===== src/sv/gcm_pkg.sv =====
// gcm_pkg: widths, register indexes and the configuration struct shared by
// the grid cell mapper modules. No dependencies.
package gcm_pkg;

   // coordinate and size widths
   localparam int COORD_BITS = 12;
   localparam int SIZE_BITS  = COORD_BITS + 1;
   localparam int CNT_BITS   = 7;
   localparam int MAX_GRID   = 64;
   localparam int CELL_BITS  = 20;

   // shared divider widths
   localparam int DIV_BITS     = SIZE_BITS;
   localparam int DIV_CNT_BITS = $clog2(DIV_BITS + 1);

   // multiplier widths: signed operands one bit wider than a size
   localparam int MUL_BITS  = SIZE_BITS + 1;
   localparam int PROD_BITS = 2 * MUL_BITS;
   localparam int ACC_BITS  = 2 * SIZE_BITS + 1;

   // configuration port
   localparam int CSR_ADDR_BITS = 3;
   localparam int CSR_DATA_BITS = SIZE_BITS;

   typedef enum logic [CSR_ADDR_BITS-1:0] {
      CSR_REGION_LEFT   = 3'd0,
      CSR_REGION_TOP    = 3'd1,
      CSR_REGION_WIDTH  = 3'd2,
      CSR_REGION_HEIGHT = 3'd3,
      CSR_GRID_ROWS     = 3'd4,
      CSR_GRID_COLS     = 3'd5,
      CSR_JUMP_LIMIT    = 3'd6
   } csr_index_type;

   // register reset values
   localparam logic [SIZE_BITS-1:0] RESET_WIDTH  = SIZE_BITS'(640);
   localparam logic [SIZE_BITS-1:0] RESET_HEIGHT = SIZE_BITS'(480);
   localparam logic [CNT_BITS-1:0]  RESET_COUNT  = CNT_BITS'(1);
   localparam logic [SIZE_BITS-1:0] RESET_LIMIT  = SIZE_BITS'(50);

   // configuration as seen by the sequencer, grid counts already clamped
   typedef struct packed {
      logic [COORD_BITS-1:0] left;
      logic [COORD_BITS-1:0] top;
      logic [SIZE_BITS-1:0]  width;
      logic [SIZE_BITS-1:0]  height;
      logic [CNT_BITS-1:0]   rows;
      logic [CNT_BITS-1:0]   cols;
      logic [SIZE_BITS-1:0]  limit;
   } cfg_type;

   // zero counts as one, anything above the grid limit saturates
   function automatic logic [CNT_BITS-1:0] clamp_count(input logic [CNT_BITS-1:0] v);
      logic [CNT_BITS-1:0] r;
      if (v == '0) begin
         r = CNT_BITS'(1);
      end else if (v > CNT_BITS'(MAX_GRID)) begin
         r = CNT_BITS'(MAX_GRID);
      end else begin
         r = v;
      end
      return r;
   endfunction

endpackage


===== src/sv/gcm_csr.sv =====
// gcm_csr: configuration registers of the grid cell mapper.
// Depends on gcm_pkg for widths, register indexes and cfg_type.
module gcm_csr
   import gcm_pkg::*;
(
   input  logic                     clock,
   input  logic                     reset,
   input  logic                     csr_we,
   input  logic [CSR_ADDR_BITS-1:0] csr_addr,
   input  logic [CSR_DATA_BITS-1:0] csr_wdata,
   output cfg_type                  cfg
);

   logic [COORD_BITS-1:0] left_ff;
   logic [COORD_BITS-1:0] top_ff;
   logic [SIZE_BITS-1:0]  width_ff;
   logic [SIZE_BITS-1:0]  height_ff;
   logic [CNT_BITS-1:0]   rows_ff;
   logic [CNT_BITS-1:0]   cols_ff;
   logic [SIZE_BITS-1:0]  limit_ff;

   // register writes, unused indexes are dropped
   always_ff @(posedge clock) begin
      if (reset) begin
         left_ff   <= '0;
         top_ff    <= '0;
         width_ff  <= RESET_WIDTH;
         height_ff <= RESET_HEIGHT;
         rows_ff   <= RESET_COUNT;
         cols_ff   <= RESET_COUNT;
         limit_ff  <= RESET_LIMIT;
      end else if (csr_we) begin
         case (csr_index_type'(csr_addr))
            CSR_REGION_LEFT:   left_ff   <= csr_wdata[COORD_BITS-1:0];
            CSR_REGION_TOP:    top_ff    <= csr_wdata[COORD_BITS-1:0];
            CSR_REGION_WIDTH:  width_ff  <= csr_wdata[SIZE_BITS-1:0];
            CSR_REGION_HEIGHT: height_ff <= csr_wdata[SIZE_BITS-1:0];
            CSR_GRID_ROWS:     rows_ff   <= csr_wdata[CNT_BITS-1:0];
            CSR_GRID_COLS:     cols_ff   <= csr_wdata[CNT_BITS-1:0];
            CSR_JUMP_LIMIT:    limit_ff  <= csr_wdata[SIZE_BITS-1:0];
            default: ;
         endcase
      end
   end

   // clamped view for the sequencer
   always_comb begin
      cfg.left   = left_ff;
      cfg.top    = top_ff;
      cfg.width  = width_ff;
      cfg.height = height_ff;
      cfg.rows   = clamp_count(rows_ff);
      cfg.cols   = clamp_count(cols_ff);
      cfg.limit  = limit_ff;
   end

endmodule


===== src/sv/gcm_div.sv =====
// gcm_div: unsigned restoring divider, one quotient bit per cycle.
// Depends on gcm_pkg for DIV_BITS and DIV_CNT_BITS.
module gcm_div
   import gcm_pkg::*;
(
   input  logic                clock,
   input  logic                reset,
   input  logic                start,
   input  logic [DIV_BITS-1:0] dividend,
   input  logic [DIV_BITS-1:0] divisor,
   output logic                done,
   output logic [DIV_BITS-1:0] quotient
);

   logic                    busy_ff;
   logic                    done_ff;
   logic [DIV_CNT_BITS-1:0] cnt_ff;
   logic [DIV_BITS:0]       rem_ff;
   logic [DIV_BITS-1:0]     quo_ff;
   logic [DIV_BITS-1:0]     den_ff;

   logic [DIV_BITS:0]       trial;
   logic [DIV_BITS+1:0]     diff;
   logic                    fits;

   // one restoring step: shift in the next dividend bit, try to subtract
   always_comb begin
      trial = {rem_ff[DIV_BITS-1:0], quo_ff[DIV_BITS-1]};
      diff  = {1'b0, trial} - {2'b00, den_ff};
      fits  = !diff[DIV_BITS+1];
   end

   always_ff @(posedge clock) begin
      if (reset) begin
         busy_ff <= 1'b0;
         done_ff <= 1'b0;
         cnt_ff  <= '0;
      end else begin
         done_ff <= busy_ff && (cnt_ff == DIV_CNT_BITS'(1));
         if (start && !busy_ff) begin
            busy_ff <= 1'b1;
            cnt_ff  <= DIV_CNT_BITS'(DIV_BITS);
         end else if (busy_ff) begin
            cnt_ff <= cnt_ff - 1'b1;
            if (cnt_ff == DIV_CNT_BITS'(1)) begin
               busy_ff <= 1'b0;
            end
         end
      end
   end

   // datapath, no reset needed
   always_ff @(posedge clock) begin
      if (start && !busy_ff) begin
         rem_ff <= '0;
         quo_ff <= dividend;
         den_ff <= divisor;
      end else if (busy_ff) begin
         rem_ff <= fits ? diff[DIV_BITS:0] : trial;
         quo_ff <= {quo_ff[DIV_BITS-2:0], fits};
      end
   end

   assign done     = done_ff;
   assign quotient = quo_ff;

endmodule


===== src/sv/grid_cell_mapper_with_jump_gate.sv =====
// Grid cell mapper with jump gate: top level, sequencer and shared multiplier.
// Depends on gcm_pkg, gcm_csr and gcm_div.
//
// Usage:
//   req_* carries one tracked point per item: req_tdata holds point_x and
//   point_y, req_tuser holds first_frame. rsp_* returns one item per point:
//   rsp_tdata holds the 20-bit signed cell number, rsp_tuser the accepted flag.
//   csr_* writes the seven configuration registers; write only while idle.
// Sequence:
//   an item runs through four divisions on one shared 13-step restoring
//   divider (cell width, cell height, column, row), then three squaring
//   steps and one cell step on a single multiplier. The block takes the
//   next item only after the result has moved to the output register.
// Reset:
//   registers return to their defaults, stored position and held cell clear.
// Stall:
//   a result waits in the output register; the block accepts the next item
//   meanwhile and holds its own new result until the receiver takes the last.
module grid_cell_mapper_with_jump_gate
   import gcm_pkg::*;
(
   input  logic                     clock,
   input  logic                     reset,
   // point_x [11:0], point_y [23:12]
   input  logic [23:0]              req_tdata,
   // first_frame [0]
   input  logic                     req_tuser,
   input  logic                     req_tvalid,
   output logic                     req_tready,
   // cell_number [19:0], zero [23:20]
   output logic [23:0]              rsp_tdata,
   // accepted [0]
   output logic                     rsp_tuser,
   output logic                     rsp_tvalid,
   input  logic                     rsp_tready,
   input  logic                     csr_we,
   input  logic [CSR_ADDR_BITS-1:0] csr_addr,
   input  logic [CSR_DATA_BITS-1:0] csr_wdata
);

   typedef enum logic [2:0] {
      S_IDLE,
      S_LAUNCH,
      S_WAIT,
      S_SQ_DX,
      S_SQ_DY,
      S_SQ_LIM,
      S_CELL,
      S_OUT
   } state_type;

   typedef enum logic [1:0] {
      DIV_CELL_W,
      DIV_CELL_H,
      DIV_COL,
      DIV_ROW
   } div_sel_type;

   cfg_type cfg;

   state_type               state_ff;
   div_sel_type             sel_ff;
   logic [COORD_BITS-1:0]   px_ff;
   logic [COORD_BITS-1:0]   py_ff;
   logic [COORD_BITS-1:0]   last_x_ff;
   logic [COORD_BITS-1:0]   last_y_ff;
   logic [SIZE_BITS-1:0]    cell_w_ff;
   logic [SIZE_BITS-1:0]    cell_h_ff;
   logic [MUL_BITS-1:0]     col_ff;
   logic [MUL_BITS-1:0]     row_ff;
   logic [ACC_BITS-1:0]     dist_ff;
   logic [ACC_BITS-1:0]     lim2_ff;
   logic [CELL_BITS-1:0]    held_ff;
   logic                    ok_ff;
   logic                    rsp_valid_ff;
   logic [CELL_BITS-1:0]    rsp_cell_ff;
   logic                    rsp_ok_ff;

   logic                    div_start;
   logic                    div_done;
   logic [DIV_BITS-1:0]     div_num;
   logic [DIV_BITS-1:0]     div_den;
   logic [DIV_BITS-1:0]     div_quo;

   logic [SIZE_BITS-1:0]    diff_x;
   logic [SIZE_BITS-1:0]    diff_y;
   logic [SIZE_BITS-1:0]    mag_x;
   logic [SIZE_BITS-1:0]    mag_y;
   logic [SIZE_BITS-1:0]    dx;
   logic [SIZE_BITS-1:0]    dy;
   logic                    div_neg;
   logic                    div_zero;
   logic [MUL_BITS-1:0]     quo_signed;

   logic signed [MUL_BITS-1:0]  mul_a;
   logic signed [MUL_BITS-1:0]  mul_b;
   logic signed [PROD_BITS-1:0] mul_p;
   logic [PROD_BITS-1:0]        cell_sum;
   logic                        jump_ok;

   gcm_csr u_csr (
      .clock     (clock),
      .reset     (reset),
      .csr_we    (csr_we),
      .csr_addr  (csr_addr),
      .csr_wdata (csr_wdata),
      .cfg       (cfg)
   );

   gcm_div u_div (
      .clock    (clock),
      .reset    (reset),
      .start    (div_start),
      .dividend (div_num),
      .divisor  (div_den),
      .done     (div_done),
      .quotient (div_quo)
   );

   // offsets from the region corner and jumps from the stored position
   always_comb begin
      diff_x = {1'b0, px_ff} - {1'b0, cfg.left};
      diff_y = {1'b0, py_ff} - {1'b0, cfg.top};
      mag_x  = diff_x[SIZE_BITS-1] ? (SIZE_BITS'(0) - diff_x) : diff_x;
      mag_y  = diff_y[SIZE_BITS-1] ? (SIZE_BITS'(0) - diff_y) : diff_y;
      dx     = {1'b0, px_ff} - {1'b0, last_x_ff};
      dy     = {1'b0, py_ff} - {1'b0, last_y_ff};
   end

   // divider operand select
   always_comb begin
      div_start = (state_ff == S_LAUNCH);
      div_num   = '0;
      div_den   = '0;
      div_neg   = 1'b0;
      div_zero  = 1'b0;
      case (sel_ff)
         DIV_CELL_W: begin
            div_num = cfg.width;
            div_den = DIV_BITS'(cfg.cols);
         end
         DIV_CELL_H: begin
            div_num = cfg.height;
            div_den = DIV_BITS'(cfg.rows);
         end
         DIV_COL: begin
            div_num  = mag_x;
            div_den  = cell_w_ff;
            div_neg  = diff_x[SIZE_BITS-1];
            div_zero = (cell_w_ff == '0);
         end
         DIV_ROW: begin
            div_num  = mag_y;
            div_den  = cell_h_ff;
            div_neg  = diff_y[SIZE_BITS-1];
            div_zero = (cell_h_ff == '0);
         end
         default: ;
      endcase
      // truncation toward zero: divide magnitudes, then restore the sign
      if (div_zero) begin
         quo_signed = '0;
      end else if (div_neg) begin
         quo_signed = MUL_BITS'(0) - {1'b0, div_quo};
      end else begin
         quo_signed = {1'b0, div_quo};
      end
   end

   // shared multiplier operand select
   always_comb begin
      mul_a = '0;
      mul_b = '0;
      case (state_ff)
         S_SQ_DX: begin
            mul_a = {dx[SIZE_BITS-1], dx};
            mul_b = {dx[SIZE_BITS-1], dx};
         end
         S_SQ_DY: begin
            mul_a = {dy[SIZE_BITS-1], dy};
            mul_b = {dy[SIZE_BITS-1], dy};
         end
         S_SQ_LIM: begin
            mul_a = {1'b0, cfg.limit};
            mul_b = {1'b0, cfg.limit};
         end
         S_CELL: begin
            mul_a = MUL_BITS'(cfg.cols);
            mul_b = row_ff;
         end
         default: ;
      endcase
      mul_p    = mul_a * mul_b;
      cell_sum = PROD_BITS'(mul_p) + {{(PROD_BITS-MUL_BITS){col_ff[MUL_BITS-1]}}, col_ff}
                 + PROD_BITS'(1);
      jump_ok  = (dist_ff < lim2_ff);
   end

   // sequencer and registered outputs
   always_ff @(posedge clock) begin
      if (reset) begin
         state_ff     <= S_IDLE;
         sel_ff       <= DIV_CELL_W;
         last_x_ff    <= '0;
         last_y_ff    <= '0;
         held_ff      <= '0;
         ok_ff        <= 1'b0;
         rsp_valid_ff <= 1'b0;
      end else begin
         if (rsp_valid_ff && rsp_tready && state_ff != S_OUT) begin
            rsp_valid_ff <= 1'b0;
         end
         case (state_ff)
            S_IDLE: begin
               if (req_tvalid) begin
                  // a first frame starts with zero jump
                  if (req_tuser) begin
                     last_x_ff <= req_tdata[COORD_BITS-1:0];
                     last_y_ff <= req_tdata[2*COORD_BITS-1:COORD_BITS];
                  end
                  sel_ff   <= DIV_CELL_W;
                  state_ff <= S_LAUNCH;
               end
            end
            S_LAUNCH: begin
               state_ff <= S_WAIT;
            end
            S_WAIT: begin
               if (div_done) begin
                  if (sel_ff == DIV_ROW) begin
                     state_ff <= S_SQ_DX;
                  end else begin
                     sel_ff   <= div_sel_type'(sel_ff + 2'd1);
                     state_ff <= S_LAUNCH;
                  end
               end
            end
            S_SQ_DX: begin
               state_ff <= S_SQ_DY;
            end
            S_SQ_DY: begin
               state_ff <= S_SQ_LIM;
            end
            S_SQ_LIM: begin
               state_ff <= S_CELL;
            end
            S_CELL: begin
               ok_ff <= jump_ok;
               if (jump_ok) begin
                  held_ff <= cell_sum[CELL_BITS-1:0];
               end
               last_x_ff <= px_ff;
               last_y_ff <= py_ff;
               state_ff  <= S_OUT;
            end
            S_OUT: begin
               if (!rsp_valid_ff || rsp_tready) begin
                  rsp_valid_ff <= 1'b1;
                  state_ff     <= S_IDLE;
               end
            end
            default: begin
               state_ff <= S_IDLE;
            end
         endcase
      end
   end

   // datapath registers
   always_ff @(posedge clock) begin
      if (state_ff == S_IDLE && req_tvalid) begin
         px_ff <= req_tdata[COORD_BITS-1:0];
         py_ff <= req_tdata[2*COORD_BITS-1:COORD_BITS];
      end
      // division results
      if (state_ff == S_WAIT && div_done) begin
         case (sel_ff)
            DIV_CELL_W: cell_w_ff <= div_quo;
            DIV_CELL_H: cell_h_ff <= div_quo;
            DIV_COL:    col_ff    <= quo_signed;
            DIV_ROW:    row_ff    <= quo_signed;
            default: ;
         endcase
      end
      // squared jump and squared limit
      case (state_ff)
         S_SQ_DX:  dist_ff <= mul_p[ACC_BITS-1:0];
         S_SQ_DY:  dist_ff <= dist_ff + mul_p[ACC_BITS-1:0];
         S_SQ_LIM: lim2_ff <= mul_p[ACC_BITS-1:0];
         default: ;
      endcase
      // result register
      if (state_ff == S_OUT && (!rsp_valid_ff || rsp_tready)) begin
         rsp_cell_ff <= held_ff;
         rsp_ok_ff   <= ok_ff;
      end
   end

   assign req_tready = (state_ff == S_IDLE);
   assign rsp_tvalid = rsp_valid_ff;
   assign rsp_tdata  = {{(24-CELL_BITS){1'b0}}, rsp_cell_ff};
   assign rsp_tuser  = rsp_ok_ff;

endmodule


===== config.mk =====
export PLATFORM = sky130hd
export DESIGN_NAME = grid_cell_mapper_with_jump_gate
export DESIGN_NICKNAME = d
export VERILOG_FILES = /design/src/sv/gcm_pkg.sv /design/src/sv/gcm_csr.sv /design/src/sv/gcm_div.sv /design/src/sv/grid_cell_mapper_with_jump_gate.sv
export SDC_FILE = /design/constraint.sdc
export NUM_CORES = 1
export LEC_CHECK = 0
export BUFFER_PORTS_ARGS = -buffer_cell sky130_fd_sc_hd__buf_4
export CAP_MARGIN = 40
export CORE_ASPECT_RATIO = 1.1
export CORE_MARGIN = 2
export CORE_UTILIZATION = 60
export DETAILED_ROUTE_END_ITERATION = 12
export GPL_TIMING_DRIVEN = 0
export PLACE_DENSITY = 0.74
export REMOVE_ABC_BUFFERS = 1
export SYNTH_ARGS = -nofsm -noshare
export SYNTH_HDL_FRONTEND = slang
export SYNTH_SLANG_ARGS = --single-unit

===== constraint.sdc =====
create_clock -name clock -period 18.45 [get_ports clock]
set_input_delay 2.7675 -clock clock [delete_from_list [all_inputs] [get_ports clock]]
set_output_delay 2.7675 -clock clock [all_outputs]
set_load 0.01 [all_outputs]

==> Word level (Yosys, flattened, before mapping) <==
Index checks and enable logic that the tools add are counted.
{ "totals": {"inputBits": 46, "regBits": 326, "out_inout_bits": 27} }
{ "op_classes": {"order_cmp": 3, "n_addsub": 13, "reduce_logical": 38, "n_mux": 41, "n_eq_ne": 23, "n_mul": 1} }
{ "op_table": {"columns": ["operator", "count"], "rows": [
  ["$pmux 14 s4", 2],
  ["$pmux 13 s4", 2],
  ["$mux 13", 5],
  ["$pmux 27 s2", 1],
  ["$sub 12x12->13", 4],
  ["$mux 12", 4],
  ["$pmux 12 s2", 2],
  ["$mux 14", 2],
  ["$mux 7", 4],
  ["$add 27x27->27", 1],
  ["$lt 27x27->1", 1],
  ["$mul 14x14->27", 1],
  ["$logic_not 13->1", 2],
  ["$sub 1x13->13 const A", 2],
  ["$pmux 3 s8", 1],
  ["$reduce_and 2->1", 12],
  ["$eq 3x3->1 const B", 7],
  ["$add 20x1->20 const B", 1],
  ["$add 20x20->20", 1],
  ["$sub 14x13->15", 1],
  ["$gt 7x7->1 const B", 2],
  ["$logic_not 7->1", 2],
  ["$sub 1x13->14 const A", 1],
  ["$eq 3x2->1 const B", 4],
  ["24 further kinds", 54]
]} }

==> Logic depth before layout (Yosys ltp) <==
Gate-level depths: netlist (run 1).
{ "logic_depth": {"ltp_word": 7, "ltp_mapped": 42, "depth_no_buf": 41} }

==> Modules after synthesis <==
A second synthesis (run 1) with hierarchy kept.
{ "hier_totals": {"hier_cells": 2843, "area_unflattened_um2": 26741.9} }
{ "modules_own_cells": {"columns": ["mod", "area_per_inst_um2", "cells_per_inst", "seq_area_each_um2", "n_inst"], "rows": [
  ["grid_cell_mapper_with_jump_gate", 21035.2, 2314, 5615.4, 1],
  ["gcm_csr", 3236.9, 304, 1541.5, 1],
  ["gcm_div", 2469.9, 225, 1161.1, 1]
]} }

==> Least setup slack after synthesis (run 1) <==
No wires, ideal clock.
{ "synth_path": {"path_kind": "register to register", "start": "register px_ff[1]", "end": "register dist_ff[26], data pin", "arrival_ps": 8991, "synth_period_minus_slack_ps": 9254, "setup_ps": 263, "path_slack_ps": 9196, "stages_incl_launch_ff": 37, "n_path_buf": 1, "cell_sequence": "edfxtp_1 ha_1 nor2b_1 o31a_1 o41ai_1 nor2b_1 xnor2_1 a22oi_1 clkbuf_1 nor2_1 fa_1 inv_1 fa_1 inv_1 fa_1 inv_1 fa_1 fa_1 inv_1 fa_1 ha_1 or3_1 or2_2 a31oi_1 o21bai_1 a21oi_1 xnor2_1 ha_1 and4_1 and3_1 and3_1 nor4_1 nor2_1 a211oi_1 a21oi_1 mux2i_1 xor2_1"} }
{ "synth_between": {"elab_chain_len": 5} }
{ "synth_rtl": {"columns": ["element", "line", "rtl"], "rows": [
  ["start, declared", "grid_cell_mapper_with_jump_gate.sv:63", "logic [COORD_BITS-1:0] px_ff;"],
  ["start signal, assigned", "grid_cell_mapper_with_jump_gate.sv:272", "px_ff <= req_tdata[COORD_BITS-1:0];"],
  ["$sub 12x12->13 (*)", "grid_cell_mapper_with_jump_gate.sv:126", "dx = {1'b0, px_ff} - {1'b0, last_x_ff};"],
  ["$pmux 14 s4", "grid_cell_mapper_with_jump_gate.sv:174", "case (state_ff)"],
  ["$mul 14x14->27 (*)", "grid_cell_mapper_with_jump_gate.sv:193", "mul_p = mul_a * mul_b;"],
  ["via mul_p[13]", "grid_cell_mapper_with_jump_gate.sv:97", "logic signed [PROD_BITS-1:0] mul_p;"],
  ["$add 27x27->27 (*)", "grid_cell_mapper_with_jump_gate.sv:288", "S_SQ_DY: dist_ff <= dist_ff + mul_p[ACC_BITS-1:0];"],
  ["$pmux 27 s2 (*)", "grid_cell_mapper_with_jump_gate.sv:286", "case (state_ff)"],
  ["end signal, assigned", "grid_cell_mapper_with_jump_gate.sv:287", "S_SQ_DX: dist_ff <= mul_p[ACC_BITS-1:0];"],
  ["end signal, assigned", "grid_cell_mapper_with_jump_gate.sv:288", null],
  ["end, declared", "grid_cell_mapper_with_jump_gate.sv:71", "logic [ACC_BITS-1:0] dist_ff;"]
]} }
The timed path passes the listed nets; every way through them passes the cells marked *.
A chain may end at the register's enable or synchronous reset.

==> Worst setup path in the final report (run 1) <==
{ "layout_path": {"start": "register state_ff[2]", "end": "register dist_ff[26], data pin"} }
{ "layout_between": {"elab_chain_len": 5} }
{ "layout_rtl": {"columns": ["element", "line", "rtl"], "rows": [
  ["start, declared", "grid_cell_mapper_with_jump_gate.sv:61", "state_type state_ff;"],
  ["start signal, assigned", "grid_cell_mapper_with_jump_gate.sv:202", "state_ff <= S_IDLE;"],
  ["start signal, assigned", "grid_cell_mapper_with_jump_gate.sv:222", "state_ff <= S_LAUNCH;"],
  ["start signal, assigned", "grid_cell_mapper_with_jump_gate.sv:226", "state_ff <= S_WAIT;"],
  ["$eq 3x3->1 / $eq 3x2->1 (equally long branches)", "grid_cell_mapper_with_jump_gate.sv:174", null],
  ["$pmux 14 s4", "grid_cell_mapper_with_jump_gate.sv:174", null],
  ["$mul 14x14->27 (*)", "grid_cell_mapper_with_jump_gate.sv:193", null],
  ["via mul_p[16]", "grid_cell_mapper_with_jump_gate.sv:97", null],
  ["$add 27x27->27 (*)", "grid_cell_mapper_with_jump_gate.sv:288", null],
  ["$pmux 27 s2 (*)", "grid_cell_mapper_with_jump_gate.sv:286", null]
]} }
Marks and branches as above.

==> impl_summary.md, run 1 <==
Outcome
The flow ran to the end, and the final reports show no timing, DRC or antenna violations.

Drt
The average routed wire per standard cell is between 15 and 20 um. The post-route antenna net violation count is 0. For this run, the detailed router's first-pass iteration total came to 7. The starting DRC count in detailed routing is between 1000 and 1500. After detailed routing, the number of remaining DRC violations is 0.

The via count normalized by instance count is 5.88. The via total after detailed routing is 20600. The total wire length after detailed routing is 67100 um.

Yosys
The proportion of synthesized chip area in sequential cells is 0.321. The xor and xnor area share after synthesis is 0.0468. Of the total synthesized cell area, the portion taken by AND, OR, NAND and NOR gates is 0.157. By area the synthesized netlist is led by sky130_fd_sc_hd__edfxtp_1, sky130_fd_sc_hd__fa_1, sky130_fd_sc_hd__dfxtp_1, sky130_fd_sc_hd__ha_1, sky130_fd_sc_hd__nand2_1.

The synthesized-area fraction occupied by adder cells is 0.253. By instance count, the leading cell after synthesis is sky130_fd_sc_hd__nand2_1. The flip-flop and latch count after synthesis is 326. Synthesis handed over a netlist of 2861 instances. In this run the cell area of the synthesized design comes to 25900 um^2. Counting distinct cell types in the post-synthesis netlist gives 86. Of the post-synthesis cell area, the part taken by muxes is 0.0136. Yosys printed 0 warnings.

Counting instances in the post-synthesis netlist gives the leading cell types as sky130_fd_sc_hd__nand2_1, sky130_fd_sc_hd__inv_1, sky130_fd_sc_hd__nor2_1. Summed over all instances, the cell type with the most area after synthesis is sky130_fd_sc_hd__edfxtp_1. The most frequently used flop master after synthesis is sky130_fd_sc_hd__edfxtp_1. In the synthesized netlist the async set-or-reset flop fraction comes to 0. The share of the synthesized area in compound gates (AO/OA/AOI/OAI) is 0.141. The combinational family with the most area after synthesis is adder cells. The mean cell area of the mapped netlist is 9.07 um^2.

The synthesized design contains 179 enable-type register cells. The area share of the largest cell type after synthesis is 0.207.

Critical path
At the worst endpoint, the required time is 18.76 ns. On the worst path, the slowest cell contributes a delay of 0.71 ns. The worst register-to-register path ends at dist_ff[26]. Of all nets on the critical path, the largest fanout is 44.

For this design, the slowest cell found on the critical path is sky130_fd_sc_hd__nor2b_1. The length in cells of the worst reg-to-reg path is 36. The cell type with the highest occurrence count on the critical path is sky130_fd_sc_hd__fa_1.

The count of buffer and inverter cells on the critical path is 5. Among cell families on the critical path, the largest total delay comes from simple AND/OR/NAND/NOR gates. The worst register-to-register path begins at state_ff[2]. STA classifies the critical path endpoint as a register. The critical path is of the register to register type. The worst setup slack for register-to-register paths is ~7 ns. The endpoint arrival time on the critical path is roughly 12 ns. The worst setup path is launched from a register.

Clock network
The cts-stage hold buffer count is 0. No sink is reached through more buffers than the 3 on the longest clock path. TritonCTS built the clock tree.

The cell at the root of the clock tree is sky130_fd_sc_hd__clkbuf_16. Buffers inserted during clock tree synthesis total 36. For the worst-skew pair, the clock arrives at the later sink with an insertion delay of about 0.57 ns. The post-CTS setup-driven buffer insertion count is 0. Clock-pin slew was measured on the worst setup and hold paths at 0.06 ns. The number of gates given a new drive strength after cts is 0. The number of levels in the clock H-tree is 2. For this design, the sink count on the clock tree is between 300 and 400.

Final layout
The number of nets in the finished design is 3363. The ratio of cells with drive above 1 in the final layout is 0.0681. The final design utilization is 0.670.

0 antenna diodes ended up in the layout. From synthesis to final layout, the design area changed by 9.74%. Once layout is done, the placed cells without fillers occupy 28500 um^2.

Hold path
For hold timing, the worst endpoint is rsp_cell_ff[2]. The path type of the worst min-delay path is register to register. Counting instances, the worst hold path has a depth of 0. The worst hold path begins at held_ff[2].

Placement
The number of buffer cells added on primary ports is 68. At the end of routability-driven placement, the weighted congestion stood at 0.945. Summed over all nets, the half-perimeter wirelength after detailed placement is 53100 um. Summing all placed instances gives a cell area of approximately 27000 um^2.

Power
The power density over the cells is 69.1 nW/um^2. The maximum vdd drop is about 0.089 mV. In this run the static leakage power is between 10 and 15 nW.

Timing
For the final database, setup skew stands at 0.0130 ns. Setup repair after global routing left no endpoint under its margin. Summed over all failing endpoints, the final setup total negative slack is 0 ns.

Setup violations remaining at the end of the flow were counted as 0. The total count of hold-check failures in the final report was 0. Timing would allow up to approximately 87 MHz. Measured against its own limit, the worst slew margin works out to 0.358. The max-slew violation count came to 0. The time the final worst path needs with I/O delays and setup is 11.52 ns. Of the available clock period, the critical path in the final layout requires 0.625. For the pin with the worst max-slew slack, the measured transition is 0.963 ns.

Run
The number of maximum-capacitance constraint violations is 0.

Global routing
For this run the aggregate overflow at the end of global routing stands at 0. The number of global-route vias before repair is roughly 21000. The global-route wire length before repair is 108000 um. For this run, the total global-route usage over all layers was measured as 0.303.

Entering global routing, the biggest net connects 74 pins. The initial antenna violation count was 0.

Floorplan
The site row count is 79. The width of the chip is 202 um. The standard cell core area is 42500 um^2. The die height is approximately 220 um.

The number of placed I/O pins is 73. The initial standard-cell utilization of the core is 0.610. The die covers 44900 um^2.
==> worst register-to-register path, delay by kind of cell (launching register included) <==
kind                     cells  cell delay (ns)
flip-flops                   1             0.61
AO/OA/AOI/OAI                4             1.05
XOR/XNOR                     2             0.64
buffers and inverters        5             0.52
AND/OR/NAND/NOR             16             4.76
adder cells (fa/ha/maj)      8             3.56
multiplexers                 1             0.16
==> metrics by stage <==
stage / std cells / setup WS, ns / power [mW] / hold slack (ns)
after floorplan: 2775 / 9.11 / 1.09 / 0.408
after global routing: 3505 / 6.29 / 2.05 / 0.445
after CTS: 3505 / 7.03 / 1.97 / 0.430
after detailed placement: 3440 / 7.07 / 1.22 / 0.415
after global placement: 3410 / 6.74 / 1.20 / 0.414
final: 3505 / 6.93 / 1.97 / 0.431
==> routing by layer <==
| layer | up-vias | GRT usage | part of all wire |
|---|---|---|---|
| met1 | 9992 | 0.377 | 0.39 |
| li1 | 9752 | - | - |
| met4 | 0 | 0.127 | 0.046 |
| met5 | - | 0 | 0 |
| met2 | 714 | 0.527 | 0.49 |
| met3 | 163 | 0.0439 | 0.068 |
==> layout make-up <==
class / count / area [um^2]
Sequential cell: 326 / 8320
Timing Repair Buffer: 98 / 902
Clock buffer: 45 / 966
Inverter: 365 / 1390
Fill cell: 3466 / 14000
Tap cell: 567 / 709
Multi-Input combinational cell: 2084 / 15900
Clock inverter: 20 / 263
==> worst max path at each step <==
stage | startpoint | to | slack, ns | cells after the start
2_1_floorplan | px_ff[1] | dist_ff[26] | 9.11 | 35
3_3_place_gp | state_ff[2] | dist_ff[26] | 6.74 | 36
3_5_place_dp | state_ff[2] | dist_ff[26] | 7.07 | 36
4_1_cts | state_ff[2] | dist_ff[26] | 7.03 | 35
5_1_grt | state_ff[2] | dist_ff[26] | 6.29 | 35
6_report | state_ff[2] | dist_ff[26] | 6.93 | 36
==> cells in the final DEF, fill, tap and decap left out, types with 13 or more instances in the layout <==
cell type                   count
sky130_fd_sc_hd__and2_1        19
sky130_fd_sc_hd__o21ai_1       13
sky130_fd_sc_hd__inv_1        360
sky130_fd_sc_hd__dfxtp_1      147
sky130_fd_sc_hd__nand2_1      440
sky130_fd_sc_hd__fa_1         197
sky130_fd_sc_hd__a21o_1        47
sky130_fd_sc_hd__clkbuf_16     37
sky130_fd_sc_hd__a31oi_1       13
sky130_fd_sc_hd__nand2b_1      31
sky130_fd_sc_hd__nor2_1       256
sky130_fd_sc_hd__o21ai_0      107
sky130_fd_sc_hd__nand3_1       27
sky130_fd_sc_hd__buf_4         82
sky130_fd_sc_hd__mux2i_1       23
sky130_fd_sc_hd__a211oi_1      17
sky130_fd_sc_hd__o21a_1        19
sky130_fd_sc_hd__a21oi_1      203
sky130_fd_sc_hd__and3_1        19
sky130_fd_sc_hd__ha_1         209
sky130_fd_sc_hd__nor2b_1       23
sky130_fd_sc_hd__a311oi_1      29
sky130_fd_sc_hd__xnor2_1       83
sky130_fd_sc_hd__nor3_1        34
sky130_fd_sc_hd__or3_1         15
sky130_fd_sc_hd__edfxtp_1     179
sky130_fd_sc_hd__xor2_1        53
==> where the power goes <==
part	switching, mW	total, mW	leakage, nW	internal, mW
Combinational	0.235	0.384	8.84	0.149
Sequential	0.0278	0.827	2.86	0.799
Clock	0.311	0.757	0.600	0.446
Total	0.574	1.97	12.3	1.39
==> kinds of logic after synthesis <==
group | after synthesis
buffers and inverters | 454
AOI/OAI and AO/OA | 572
adders and majority gates | 406
and+or+nand+nor | 931
xor gates and xnor gates | 137
DFF | 326
muxes | 34
other | 1
==> state kept, by name (all words and copies together), names as in the netlist, 14 cells and up <==
register,cells
rsp_cell_ff,20
held_ff,20
col_ff,14
lim2_ff,27
dist_ff,27
row_ff,14
Power figures use the tool's default switching activity.
==> inputs of run 2 (changes only) <==
Clock period 18.45 ns to 10.8 ns, I/O delays scaled along.
==> run 2 against run 1 <==
Net effect: setup slack lost 6.4 ns; via count shrank 0.33%; register-to-register slack worse by 6.4 ns; non-clock buffer count did not move; critical endpoint unchanged; global-route usage is essentially flat; wire length rose by 0.25%; die area did not move; combinational power rose by 72%; clock skew about the same; clock power up 70%; sequential power is 70% higher.
==> impl_summary.md, run 2 (synthesis results as in run 1) <==
Hold path
The path with the worst hold slack has its endpoint at rsp_cell_ff[2]. The worst hold path stage count is 0. The path type of the worst min-delay path is register to register.

The startpoint of the most critical hold path is held_ff[2].

Clock network
The clock transition at the registers of the reported paths is 0.06 ns. CTS placed an instance of sky130_fd_sc_hd__clkbuf_16 at the clock tree root. The clock latency on the worst-skew pair is roughly 0.57 ns. The number of buffers inserted during clock tree synthesis is 36.

TritonCTS built the clock tree. The clock passes through at most 3 buffers. The number of gates resized after CTS was 6. The post-CTS setup-driven buffer insertion count is 0. The count of clock tree sinks is between 300 and 400.

The number of levels in the clock H-tree is 2. The cts-stage hold buffer count is 0.

Global routing
The first global-routing pass estimated roughly 110000 um of wire. Entering global routing, the biggest net connects 74 pins. The number of global-route vias before repair was 20800. The combined global-route utilization of all metal layers is 0.303.

The initial antenna violation count is 0. The sum of overflow across all layers after global routing is 0.

Drt
In the routed design, unresolved DRC markers number 0. In this run the remaining antenna-violating nets after routing total 0. The total wire length after detailed routing is 67300 um.

The first TritonRoute pass finished after 8 iterations. In the routed layout, each cell is associated on average with a via count of 5.86. The starting DRC count in detailed routing is between 1500 and 2000. The average routed wire per standard cell is 19.2 um. The via total after detailed routing is ~20000.

Placement
Counting tap cells, the placed design contains a total of 3440 instances. The pre-CTS worst setup slack is -0.582 ns. Port buffering added 68 buffers.

The placer congestion estimate is 0.945. The detailed placement HPWL is 53100 um.

Critical path
Of all nets on the critical path, the largest fanout is 9. For this design, the slowest cell found on the critical path is sky130_fd_sc_hd__fa_1. The end of the worst register-to-register path is dist_ff[26].

The cell family contributing the most delay on the critical path is adder cells. Setup slack on the worst reg-to-reg path comes out at approximately 0.48 ns. The required time at the worst-slack endpoint is 11.11 ns. The count of buffer and inverter cells on the critical path is 5. The delay of the slowest cell on the worst path is 0.58 ns.

The worst flop-to-flop path startpoint is py_ff[2]. The cell type with the highest occurrence count on the critical path is sky130_fd_sc_hd__fa_1. STA classifies the critical path endpoint as a register. The endpoint arrival time on the critical path is 10.63 ns. The worst setup path is of the register to register kind.

The startpoint type of the worst setup path is a register. Tracing the worst setup path back leads to its startpoint at py_ff[2]. Counting cells, the worst reg-to-reg path comes to 37.

Final layout
The signed area change from the synthesized netlist to the final layout is 10.0%. 0 antenna diodes ended up in the layout. The most common cell after layout, fill and taps aside is sky130_fd_sc_hd__nand2_1. The non-filler instance count after layout is ~3500. The ratio of cells with drive above 1 in the final layout is 0.0732. The largest registers in the layout are dist_ff: 27 flops, lim2_ff: 27 flops. The number of nets in the finished design is 3363. The library cells used most frequently in the layout, excluding fill and tap cells, are sky130_fd_sc_hd__nand2_1, sky130_fd_sc_hd__inv_1, sky130_fd_sc_hd__nor2_1.

Power
Of the total power, the clock network draws 0.384. The leakage component of the power is 12.3 nW. The analysis attributes to net switching a power of a little under 1 mW. The internal power of the cells totals around 2.4 mW. Of the total power, the share spent switching nets is 0.292. The share of total power dissipated in sequential elements is 0.420. The maximum vdd drop is 0.153 mV.

Dividing total power by cell area gives a power density of 118 nW/um^2. The combinational share of power is 0.196.

Timing
Setup violations remaining at the end of the flow were counted as 0. Dividing the final minimum period by the clock period gives 0.955. The time the final worst path needs with I/O delays and setup is 10.32 ns. Setup repair after global routing could not meet its margin everywhere. The headroom to the max-slew limit is 0.347. The max-slew violation count is 0. The aggregate negative setup slack is 0 ns. The post-route worst setup slack is approximately 0.48 ns. The slew at the pin with the worst max-slew slack is 0.979 ns. The setup clock skew after layout is ~0.013 ns. The total count of hold-check failures in the final report was 0.

Based on the critical path, the design can be clocked at up to approximately 97 MHz.

Floorplan
The width of the chip is 202 um. The number of placed I/O pins is 73. For this configuration, the core starts out at a cell density of 0.610. The total area inside the core boundary comes to 42500 um^2. The site row count is a little under 80. In this run the vertical extent of the chip is between 200 and 250 um. The die covers 44900 um^2.

Outcome
The run finished with clean final reports.

Run
The number of maximum-capacitance constraint violations is 0.
run 2: worst max-delay path by stage:
stage | endpoint | slack [ns] | cells past startpoint
2_1_floorplan | dist_ff[26] | 1.46 | 35
3_3_place_gp | dist_ff[26] | -0.91 | 36
3_5_place_dp | dist_ff[26] | -0.58 | 36
4_1_cts | dist_ff[26] | 0.0004 | 36
5_1_grt | dist_ff[26] | -0.01 | 36
6_report | dist_ff[26] | 0.48 | 37
run 2: stage by stage:
stage / area (um^2) / util / power, mW / hold slack, ns
finish: 28600 / 0.672 / 3.37 / 0.431
global route: 28600 / 0.672 / 3.50 / 0.445
CTS: 28500 / 0.670 / 3.37 / 0.430
detailed placement: 27200 / 0.641 / 2.08 / 0.415
global placement: 26800 / 0.631 / 2.04 / 0.414
floorplan: 25600 / - / 1.87 / 0.408
run 2: cell type report:
type,instances,area (um^2)
Timing Repair Buffer,98,902
Multi-Input combinational cell,2084,16000
Tap cell,567,709
Clock buffer,45,966
Clock inverter,20,263
Inverter,365,1390
Fill cell,3454,13900
Sequential cell,326,8320
run 2: power groups by stage:
stage	clock (mW)	sequential (mW)	combinational, mW
finish	1.29	1.41	0.661
global route	1.36	1.42	0.728
CTS	1.31	1.41	0.650
detailed placement	0	1.44	0.646
global placement	0	1.44	0.606
floorplan	0	1.42	0.450
run 2: metal layers:
metal  wire, um  vias to the layer above  GRT usage
met2      33200                      692      0.527
met5          0                        -          0
met1      26600                     9963      0.377
li1           -                     9747          -
met3       4620                      150     0.0439
met4       2940                        0      0.127
